$ cat config.mk
export PLATFORM = sky130hd
export DESIGN_NAME = dual_bank_gpio_pin_control
export DESIGN_NICKNAME = d
export VERILOG_FILES = /design/src/dbgpio_pkg.sv /design/src/dbgpio_pin_decode.sv /design/src/dbgpio_bank_file.sv /design/src/dbgpio_pin_op.sv /design/src/dual_bank_gpio_pin_control.sv
export SDC_FILE = /design/constraint.sdc
export NUM_CORES = 1
export LEC_CHECK = 0
export CELL_PAD_IN_SITES_DETAIL_PLACEMENT = 1
export CELL_PAD_IN_SITES_GLOBAL_PLACEMENT = 1
export CORE_MARGIN = 2
export CORE_UTILIZATION = 30
export CTS_CLUSTER_SIZE = 40
export DETAILED_ROUTE_END_ITERATION = 8
export DONT_BUFFER_PORTS = 1
export PLACE_DENSITY = 0.56
export SYNTH_ARGS = -nofsm -noshare
export SYNTH_HDL_FRONTEND = slang
export SYNTH_HIERARCHICAL = 1
export SYNTH_SLANG_ARGS = --single-unit
$ cat constraint.sdc
create_clock -name clk -period 11.7 [get_ports clk]
set_clock_uncertainty 0.1 [all_clocks]
set_input_delay 1.755 -clock clk [delete_from_list [all_inputs] [get_ports clk]]
set_output_delay 1.755 -clock clk [all_outputs]
set_load 0.01 [all_outputs]
$ cat src/dbgpio_pkg.sv
// Package with the shared types, constants and codes of the dual-bank GPIO pin controller.
`timescale 1ns / 1ps
`default_nettype none
package dbgpio_pkg;

  localparam int BANK_COUNT = 2;
  localparam int BANK_PINS  = 32;
  localparam int PIN_W      = (BANK_PINS > 1) ? $clog2(BANK_PINS) : 1;
  localparam int BANK_W     = 1;
  localparam int WIDTH_W    = 6;
  localparam int FLAT_W     = 6;
  localparam int FIELD_W    = 32;
  localparam int CFG_IDX_W  = 3;

  typedef logic [BANK_PINS-1:0] word_t;

  typedef enum logic [2:0] {
    FUNC_SET_VALUE  = 3'd0,
    FUNC_GET_VALUE  = 3'd1,
    FUNC_GET_FUNC   = 3'd2,
    FUNC_MAKE_OUT   = 3'd3,
    FUNC_MAKE_IN    = 3'd4
  } func_t;

  typedef enum logic [1:0] {
    ERR_OK   = 2'd0,
    ERR_PIN  = 2'd1,
    ERR_LOCK = 2'd2
  } err_t;

  typedef enum logic [CFG_IDX_W-1:0] {
    CFG_FIRST_WIDTH     = 3'd0,
    CFG_SECOND_WIDTH    = 3'd1,
    CFG_FIRST_FIXED_IN  = 3'd2,
    CFG_FIRST_FIXED_OUT = 3'd3,
    CFG_SECOND_FIXED_IN = 3'd4,
    CFG_SECOND_FIXED_OUT = 3'd5
  } cfg_idx_t;

  typedef struct packed {
    logic [2:0]         func;
    logic [FLAT_W-1:0]  pin_offset;
    logic               pin_value;
    logic [FIELD_W-1:0] input_levels;
  } in_item_t;

  typedef struct packed {
    logic               read_bit;
    logic [1:0]         error_code;
    logic [FIELD_W-1:0] bank_data_out;
    logic [FIELD_W-1:0] bank_dir_out;
  } out_item_t;

  typedef struct packed {
    logic [WIDTH_W-1:0] first_width;
    logic [WIDTH_W-1:0] second_width;
    logic               first_fixed_in;
    logic               first_fixed_out;
    logic               second_fixed_in;
    logic               second_fixed_out;
  } cfg_t;

  typedef struct packed {
    logic              valid;
    logic [BANK_W-1:0] bank;
    logic [PIN_W-1:0]  pin;
  } pin_loc_t;

  typedef struct packed {
    logic              en;
    logic [BANK_W-1:0] bank;
    word_t             data;
    word_t             dir;
  } bank_wr_t;

endpackage
`default_nettype wire

$ cat src/dbgpio_pin_decode.sv
// Splits a flat pin number into bank and pin using the configured bank widths.
`timescale 1ns / 1ps
`default_nettype none
module dbgpio_pin_decode (
  input  wire logic [dbgpio_pkg::FLAT_W-1:0] flat,
  input  wire dbgpio_pkg::cfg_t              cfg,
  output dbgpio_pkg::pin_loc_t               loc
);

  localparam logic [dbgpio_pkg::WIDTH_W-1:0] PinsMax =
    dbgpio_pkg::WIDTH_W'(dbgpio_pkg::BANK_PINS);

  logic [dbgpio_pkg::WIDTH_W-1:0] w0;
  logic [dbgpio_pkg::WIDTH_W-1:0] w1;
  logic [dbgpio_pkg::FLAT_W-1:0]  rel;

  always_comb begin
    w0  = (cfg.first_width > PinsMax) ? PinsMax : cfg.first_width;
    w1  = (cfg.second_width > PinsMax) ? PinsMax : cfg.second_width;
    rel = flat - w0;
    loc = '0;
    if (flat < w0) begin
      loc.valid = 1'b1;
      loc.bank  = '0;
      loc.pin   = dbgpio_pkg::PIN_W'(flat);
    end else if ((dbgpio_pkg::BANK_COUNT >= 2) && (rel < w1)) begin
      loc.valid = 1'b1;
      loc.bank  = dbgpio_pkg::BANK_W'(1);
      loc.pin   = dbgpio_pkg::PIN_W'(rel);
    end
  end

endmodule
`default_nettype wire

$ cat src/dbgpio_bank_file.sv
// Data and direction words of every bank, with one read port and one write port.
`timescale 1ns / 1ps
`default_nettype none
module dbgpio_bank_file (
  input  wire logic                            clk,
  input  wire logic                            rst_n,
  input  wire logic [dbgpio_pkg::BANK_W-1:0]   rd_bank,
  output dbgpio_pkg::word_t                    rd_data,
  output dbgpio_pkg::word_t                    rd_dir,
  input  wire dbgpio_pkg::bank_wr_t            wr
);

  dbgpio_pkg::word_t data_r [dbgpio_pkg::BANK_COUNT];
  dbgpio_pkg::word_t dir_r  [dbgpio_pkg::BANK_COUNT];

  assign rd_data = data_r[rd_bank];
  assign rd_dir  = dir_r[rd_bank];

  always_ff @(posedge clk) begin
    if (!rst_n) begin
      for (int i = 0; i < dbgpio_pkg::BANK_COUNT; i++) begin
        data_r[i] <= '0;
        dir_r[i]  <= '1;
      end
    end else if (wr.en) begin
      data_r[wr.bank] <= wr.data;
      dir_r[wr.bank]  <= wr.dir;
    end
  end

endmodule
`default_nettype wire

$ cat src/dbgpio_pin_op.sv
// Executes one pin operation against the addressed bank's words.
`timescale 1ns / 1ps
`default_nettype none
module dbgpio_pin_op (
  input  wire dbgpio_pkg::in_item_t  item,
  input  wire dbgpio_pkg::pin_loc_t  loc,
  input  wire dbgpio_pkg::cfg_t      cfg,
  input  wire dbgpio_pkg::word_t     cur_data,
  input  wire dbgpio_pkg::word_t     cur_dir,
  output dbgpio_pkg::bank_wr_t       wr,
  output dbgpio_pkg::out_item_t      res
);

  logic              fin;
  logic              fout;
  logic              is_input;
  logic              rd;
  dbgpio_pkg::err_t  err;
  dbgpio_pkg::word_t mask;
  dbgpio_pkg::word_t data_nxt;
  dbgpio_pkg::word_t dir_nxt;

  always_comb begin
    fin      = (loc.bank == '0) ? cfg.first_fixed_in : cfg.second_fixed_in;
    fout     = (loc.bank == '0) ? cfg.first_fixed_out : cfg.second_fixed_out;
    mask     = dbgpio_pkg::word_t'(1) << loc.pin;
    is_input = fin | (~fout & cur_dir[loc.pin]);
    rd       = 1'b0;
    err      = dbgpio_pkg::ERR_OK;
    data_nxt = cur_data;
    dir_nxt  = cur_dir;
    case (item.func)
      dbgpio_pkg::FUNC_SET_VALUE: begin
        data_nxt = item.pin_value ? (cur_data | mask) : (cur_data & ~mask);
      end
      dbgpio_pkg::FUNC_GET_VALUE: begin
        rd = is_input ? item.input_levels[loc.pin] : cur_data[loc.pin];
      end
      dbgpio_pkg::FUNC_GET_FUNC: begin
        rd = ~is_input;
      end
      dbgpio_pkg::FUNC_MAKE_OUT: begin
        if (fin) begin
          err = dbgpio_pkg::ERR_LOCK;
        end else begin
          if (!fout) begin
            dir_nxt = cur_dir & ~mask;
          end
          data_nxt = item.pin_value ? (cur_data | mask) : (cur_data & ~mask);
        end
      end
      dbgpio_pkg::FUNC_MAKE_IN: begin
        if (!fin) begin
          if (fout) begin
            err = dbgpio_pkg::ERR_LOCK;
          end else begin
            dir_nxt = cur_dir | mask;
          end
        end
      end
      default: begin
      end
    endcase

    wr.en   = loc.valid;
    wr.bank = loc.bank;
    wr.data = data_nxt;
    wr.dir  = dir_nxt;

    if (loc.valid) begin
      res.read_bit      = rd;
      res.error_code    = err;
      res.bank_data_out = dbgpio_pkg::FIELD_W'(data_nxt);
      res.bank_dir_out  = dbgpio_pkg::FIELD_W'(dir_nxt);
    end else begin
      res.read_bit      = 1'b0;
      res.error_code    = dbgpio_pkg::ERR_PIN;
      res.bank_data_out = '0;
      res.bank_dir_out  = '0;
    end
  end

endmodule
`default_nettype wire

$ cat src/dual_bank_gpio_pin_control.sv
// Top level of the dual-bank GPIO pin controller: channel registers and configuration.
//
//   Channel | Ports                                   | Direction
//   input   | in_valid, in_stall, in_data             | request transactions in
//   result  | out_valid, out_stall, out_data          | one result transaction per request
//   config  | cfg_wr_en, cfg_index, cfg_wdata         | register writes in
//
// A request is accepted into the input register and executed from there; its result is loaded
// into the output register when that register is empty or its stall is low.
// One request per cycle is sustained while out_stall is low; bank words update as results load.
// Reset clears the bank data words, sets every pin to input and restores the register defaults.
// A stalled result holds the output register, and the input register stalls only when both are full.
`timescale 1ns / 1ps
`default_nettype none
module dual_bank_gpio_pin_control (
  input  wire logic                               clk,
  input  wire logic                               rst_n,
  input  wire logic                               in_valid,
  output logic                                    in_stall,
  input  wire dbgpio_pkg::in_item_t               in_data,
  output logic                                    out_valid,
  input  wire logic                               out_stall,
  output dbgpio_pkg::out_item_t                   out_data,
  input  wire logic                               cfg_wr_en,
  input  wire logic [dbgpio_pkg::CFG_IDX_W-1:0]   cfg_index,
  input  wire logic [dbgpio_pkg::WIDTH_W-1:0]     cfg_wdata
);

  dbgpio_pkg::cfg_t      cfg_r;
  logic                  in_valid_r;
  dbgpio_pkg::in_item_t  in_item_r;
  logic                  out_valid_r;
  dbgpio_pkg::out_item_t out_item_r;

  logic                  advance;
  dbgpio_pkg::pin_loc_t  loc;
  dbgpio_pkg::word_t     cur_data;
  dbgpio_pkg::word_t     cur_dir;
  dbgpio_pkg::bank_wr_t  op_wr;
  dbgpio_pkg::bank_wr_t  bank_wr;
  dbgpio_pkg::out_item_t res;

  assign advance   = in_valid_r & (~out_valid_r | ~out_stall);
  assign in_stall  = in_valid_r & out_valid_r & out_stall;
  assign out_valid = out_valid_r;
  assign out_data  = out_item_r;

  always_comb begin
    bank_wr    = op_wr;
    bank_wr.en = op_wr.en & advance;
  end

  dbgpio_pin_decode u_decode (
    .flat (in_item_r.pin_offset),
    .cfg  (cfg_r),
    .loc  (loc)
  );

  dbgpio_bank_file u_banks (
    .clk     (clk),
    .rst_n   (rst_n),
    .rd_bank (loc.bank),
    .rd_data (cur_data),
    .rd_dir  (cur_dir),
    .wr      (bank_wr)
  );

  dbgpio_pin_op u_op (
    .item     (in_item_r),
    .loc      (loc),
    .cfg      (cfg_r),
    .cur_data (cur_data),
    .cur_dir  (cur_dir),
    .wr       (op_wr),
    .res      (res)
  );

  always_ff @(posedge clk) begin
    if (!rst_n) begin
      cfg_r.first_width      <= dbgpio_pkg::WIDTH_W'(32);
      cfg_r.second_width     <= '0;
      cfg_r.first_fixed_in   <= 1'b0;
      cfg_r.first_fixed_out  <= 1'b0;
      cfg_r.second_fixed_in  <= 1'b0;
      cfg_r.second_fixed_out <= 1'b0;
    end else if (cfg_wr_en) begin
      unique case (cfg_index)
        dbgpio_pkg::CFG_FIRST_WIDTH:      cfg_r.first_width      <= cfg_wdata;
        dbgpio_pkg::CFG_SECOND_WIDTH:     cfg_r.second_width     <= cfg_wdata;
        dbgpio_pkg::CFG_FIRST_FIXED_IN:   cfg_r.first_fixed_in   <= cfg_wdata[0];
        dbgpio_pkg::CFG_FIRST_FIXED_OUT:  cfg_r.first_fixed_out  <= cfg_wdata[0];
        dbgpio_pkg::CFG_SECOND_FIXED_IN:  cfg_r.second_fixed_in  <= cfg_wdata[0];
        dbgpio_pkg::CFG_SECOND_FIXED_OUT: cfg_r.second_fixed_out <= cfg_wdata[0];
        default: begin
        end
      endcase
    end
  end

  always_ff @(posedge clk) begin
    if (!rst_n) begin
      in_valid_r  <= 1'b0;
      out_valid_r <= 1'b0;
    end else begin
      if (in_valid && !in_stall) begin
        in_valid_r <= 1'b1;
      end else if (advance) begin
        in_valid_r <= 1'b0;
      end
      if (advance) begin
        out_valid_r <= 1'b1;
      end else if (!out_stall) begin
        out_valid_r <= 1'b0;
      end
    end
  end

  always_ff @(posedge clk) begin
    if (in_valid && !in_stall) begin
      in_item_r <= in_data;
    end
    if (advance) begin
      out_item_r <= res;
    end
  end

endmodule
`default_nettype wire
After elaboration in Yosys (flattened, before gate mapping)
Memories as Yosys holds them, arrays and structs flattened.
Cells that the tools add are included.
W data, S select, Z words.

cells by class
  add/subtract/negate cells = 1
  magnitude comparators = 5
  equality and inequality tests = 10
  shifts and indexed selects = 1
  multiplexer cells = 40
  bitwise gates (word level) = 16
  reduce and logical (&&, ||, !) cells = 13

operator list
  kind                    number
  $mux W32                8
  $pmux W32 S2            2
  $and A32 B32 Y32        2
  $or A32 B32 Y32         2
  $reduce_or A32 Y1       2
  $not A32 Y32            1
  $shl A1 B5 Y32 const A  1
  $mux W1                 18
  $bmux W1 S5             3
  $mux W7                 2
  $eq A3 B2 Y1 const B    4
  $gt A6 B6 Y1 const B    2
  $lt A6 B6 Y1            2
  $mux W6                 2
  $reduce_and A2 Y1       6
  $eq A3 B3 Y1 const B    3
  $eq A3 B1 Y1 const B    2
  $logic_not A3 Y1        2
  $lt A5 B6 Y1 const B    1
  $mux W2                 3
  $sub A6 B6 Y6           1
  $and A1 B1 Y1           5
  $not A1 Y1              4
  $pmux W2 S2             1
  other kinds (6)         7

word-level totals
  register bits after elaboration = 127
  bits in writable memories = 128
  input port bits = 56
  word-level logic and storage cells = 104
  memories = 2

memory list
  memory          depth  bits a word  rd ports  clocked after Yosys merged registers in  write ports  line                    source
  u_banks.data_r  2      32           1         0                                        2            dbgpio_bank_file.sv:13  dbgpio_pkg::word_t data_r [dbgpio_pkg::BANK_COUNT];
  u_banks.dir_r   2      32           1         0                                        2            dbgpio_bank_file.sv:14  dbgpio_pkg::word_t dir_r [dbgpio_pkg::BANK_COUNT];

Longest topological paths before layout
  word-level depth = 13
  depth in mapped cells = 20

Modules after synthesis
Netlist, hierarchy kept.

by module, submodules not included
  module                      instances  cells each  area each (um2)  sequential area each (um2)
  dbgpio_bank_file            1          350         5611.6           3843.7
  dual_bank_gpio_pin_control  1          183         4023.9           3633.5
  dbgpio_pin_op               1          353         2571.2           0.0
  dbgpio_pin_decode           1          72          520.5            0.0

Worst setup path after synthesis
OpenSTA, ideal clock, no wires.

  path kind = input -> register
  start point = in out_stall
  end point = mem u_banks/data_r[0][0] in the netlist's numbering (enable)
  data arrival time = 11824 ps
  data required time = 11026 ps
  slack = -798 ps
  cell stages on the path = 4
  path through = a21boi_0 -> and2_1 -> inv_1 -> o21ai_0

RTL lines
  what         line                              source
  from (decl)  dual_bank_gpio_pin_control.sv:22  input wire logic out_stall,
  to (decl)    dbgpio_bank_file.sv:13

==> summary by stage <==
Run status
The run finished with clean final reports.

Synthesis
By area the synthesized netlist is led by sky130_fd_sc_hd__edfxtp_1, sky130_fd_sc_hd__mux2_2, sky130_fd_sc_hd__and2_1. The share of flip-flops with an asynchronous set or reset is 0%. sky130_fd_sc_hd__edfxtp_1 is the most common cell in the netlist. Counting distinct cell types in the post-synthesis netlist gives 64. The fraction of synthesized cell area taken by the top area cell type is between 50% and 60%. The mapped netlist covers 12700 µm². Of the synthesized area, sequential elements account for around 59%. The yosys synthesis warning count is 6. The most used flip-flop cell after synthesis is sky130_fd_sc_hd__edfxtp_1. Counting flops with a built-in enable in the synthesized netlist gives around 240. The cell type with the largest total area after synthesis is sky130_fd_sc_hd__edfxtp_1. The post-synthesis average cell area is 13.3 µm².

The number of synthesized register bits is about 260. The total nets after synthesis is 1026. Synthesis produced a netlist whose cell count is between 900 and 1000. In the synthesized netlist, the cells that appear most often are sky130_fd_sc_hd__edfxtp_1, sky130_fd_sc_hd__mux2_2, sky130_fd_sc_hd__and2_1, sky130_fd_sc_hd__o21ai_0, sky130_fd_sc_hd__nand2_1.

STA
The hold violation total from the final report is 0. The worst path needs 6.58 ns of the cycle, external delays included. The transition at the pin with the smallest max-transition slack is between 1 and 1.5 ns.

The final max-slew violation count is 0. In the final timing run, aggregate negative setup slack is 0 ns. The final critical-path setup slack is slightly above 5 ns. The fmax is 152 MHz. Measured against its own limit, the worst slew margin works out to between 20% and 30%. The period utilization is roughly 56%. Across all hold checks on the routed design, the worst slack comes to between 0.3 and 0.4 ns. Setup violations remaining at the end of the flow were counted as 0. Setup repair after global routing left no endpoint under its margin.

Critical path
Together, buffers and inverters on the worst path number 4. The depth of the most critical reg-to-reg path is 19. For the worst setup path, the data required time is ~12 ns. Across all register-to-register paths, the minimum setup slack is 5.12 ns. For the worst setup path, the data arrival time is ~6.8 ns.

The cell that appears most often on the critical path is sky130_fd_sc_hd__o21ai_0. The startpoint identified for the worst register-to-register timing path is in_item_r[33]. The element type at the critical path end is a flip-flop. The cell family contributing the most delay on the critical path is compound AO/OA/AOI/OAI gates. The cell with the largest stage delay on the worst path is sky130_fd_sc_hd__buf_4. The critical path goes through inv_1, ha_1, inv_1, fa_1, a211oi_2, o21bai_1, and2_1, ha_1, a21o_1, a21oi_1, o21ai_0, nor2b_4, buf_4, mux2i_1, nand4_1, buf_4, o21ai_0, o21ai_0, or2_2. The critical setup path kind is reg2reg. The largest single stage delay on the critical path is approximately 0.84 ns. The endpoint of the worst-slack reg-to-reg timing path is u_banks/dir_r[1][0]. The critical path launch point type is a flip-flop.

Of all nets on the critical path, the largest fanout is 71.

Global route
The global router's overall resource usage is approximately 15%. The leftover overflow at the end of global routing is 0. The initial antenna violation count is 0. The maximum number of pins on one net before global-route repair is 72. The first-pass GRT wire length is between 50 and 60 mm.

The number of global-route vias before repair came to 8032.

Layout
0 antenna diodes ended up in the layout. Relative to the synthesized area, the layout overhead comes to 11.7%. The fraction of layout cells with a size suffix above 1 is a little over a quarter. The finished layout holds 1504 standard cells, fillers aside. The final layout contains 1009 nets.

Place
The last weighted congestion value of the routability-driven placer is around 0.73. The total half-perimeter wirelength after legalization and detailed placement is around 22 mm. Counting tap cells, the placed design contains a total of around 1400 instances. The worst setup timing slack at the placement stage is about 5.1 ns. The count of port buffers added during placement is 0.

Die
The die covers around 44000 µm². The starting utilization of the core area is a little under a third. After floorplanning, the core was sized to cover ~42000 µm². The width of the chip is 210 µm. The die is between 200 and 250 µm tall. The floorplan has 75 rows. In this run the count of I/O pins placed on the die edge is ~130.

Drt
The remaining number of nets flagged by the antenna check after routing is 0. The total routed wirelength is roughly 33 mm. The total DRC errors in the routed layout is 0. The via count of the routed design is ~7500. After detailed routing, the number of vias per cell comes to roughly 5. After detailed routing, the average wire length per cell comes to 22.1 µm.

The number of DRC markers after the initial detailed-route iteration is 345. The first-pass detailed-route iteration total is 4.

Clock tree
CTS saw 255 sinks. Buffers inserted to repair hold after CTS numbered 0. The clock tree from TritonCTS is yes.

The clock slew at the register clock pins of the worst setup and hold paths is around 0.060 ns. Counting along the longest clock path gives a buffer depth of 3. The tree is rooted in a sky130_fd_sc_hd__clkbuf_16. The number of resized instances in the post-cts repair step is 0. In this run, CTS created clock tree buffers numbering 31. The number of setup buffers added after CTS is 0. CTS built an H-tree with a depth of 1. For the worst-skew pair, the clock arrives at the later sink with an insertion delay of 0.57 ns.

Hold path
The worst hold path was traced through 2 stages. The worst hold path begins at cfg_r[10]. The worst hold path belongs to the class reg2reg.

The sink of the worst hold path is cfg_r[10].

Power
Summed over all cells, the static leakage comes to approximately 4.5 nW. The completed layout was analyzed and its total power is approximately 2.3 mW. The largest voltage drop on the vdd net is around 0.11 mV. Dividing total power by cell area gives a power density of ~160 nW/µm².

Flow run
The count of max-cap constraint violations is 0.
-- tightest hold or removal path: stages (launching register included) --
cell,delay (ns)
sky130_fd_sc_hd__dfxtp_1,0.30
sky130_fd_sc_hd__nand2_1,0.05
sky130_fd_sc_hd__mux2i_1,0.05
-- power breakdown --
| group | internal (mW) | switching, mW | total, mW |
|---|---|---|---|
| Clock | 0.540 | 0.393 | 0.934 |
| Combinational | 0.0941 | 0.157 | 0.251 |
| Sequential | 1.05 | 0.0243 | 1.07 |
-- area by class of cell --
class,count,area (µm²)
clock inverter,13,88.8
multi-input combinational,619,4870
clock buffer,44,907
timing repair buffer,17,128
inverter,17,63.8
sequential,255,7480
tap,539,674
fill,4378,27700
-- cell usage in the layout (no fill, tap or decap), drive strengths merged, types with 4 or more instances in the layout --
cell and count:
and3 35, nor2 6, o211ai 5, clkinv 6, inv 19, nand2 64, mux2i 29, clkinvlp 5
edfxtp 237, nand4b 4, o21ai 68, or2 34, nor3 36, mux4 22, buf 17, clkbuf 44
a21oi 8, and2 104, nor2b 15, dfxtp 18, nand2b 33, a22oi 6, ha 11, and3b 4
mux2 96
-- kinds of logic (layout without fill, tap and decap cells) --
kind of cell    count (synthesis)  after routing  synth area share, %
flops                         255            255                 58.7
xor+xnor                        1              1               0.0688
buf+inv                        84             91                 3.55
mux                           147            147                 14.8
fa+ha+maj                      12             12                 1.24
simple gates                  353            353                 16.7
compound gates                106            106                 4.96
-- per-layer routing --
metal | share of wire [%] | wire [µm] | global-route usage (%) | vias to the layer above
met2 | 46 | 15200 | 24.3 | 164
li1 | - | - | - | 3502
met1 | 46 | 15300 | 20.1 | 3760
met5 | 0 | 0 | 0 | -
met4 | 2.0 | 650 | 4.11 | 0
met3 | 6.0 | 1990 | 3.62 | 40
-- sequential cells by signal (all words and copies together) (netlist names) --
register and cells:
out_valid 1, out_data 67, u_banks/data_r 64, in_item_r 42, in_valid_r 1, u_banks/dir_r 64
cfg_r 16
-- worst max path at each step --
stage / slack, ns / to / cells past startpoint / start
floorplan: 1.03 / u_banks/data_r[0][0] / 4 / out_stall
global placement: 5.24 / u_banks/dir_r[1][10] / 19 / in_item_r[33]
detailed placement: 5.09 / u_banks/data_r[1][22] / 19 / in_item_r[33]
CTS: 5.08 / u_banks/dir_r[1][10] / 19 / in_item_r[33]
global route: 4.65 / u_banks/dir_r[1][0] / 19 / in_item_r[33]
finish: 5.12 / u_banks/dir_r[1][0] / 19 / in_item_r[33]
-- through the flow --
stage | area (µm²) | utilization [%]
final | 14200 | 33.9
after global routing | 14200 | 33.9
after CTS | 14200 | 33.9
after detailed placement | 13200 | 31.5
after global placement | 13200 | 31.5
after floorplan | 12700 | -
Note: power is estimated with default switching activity, not from simulation.
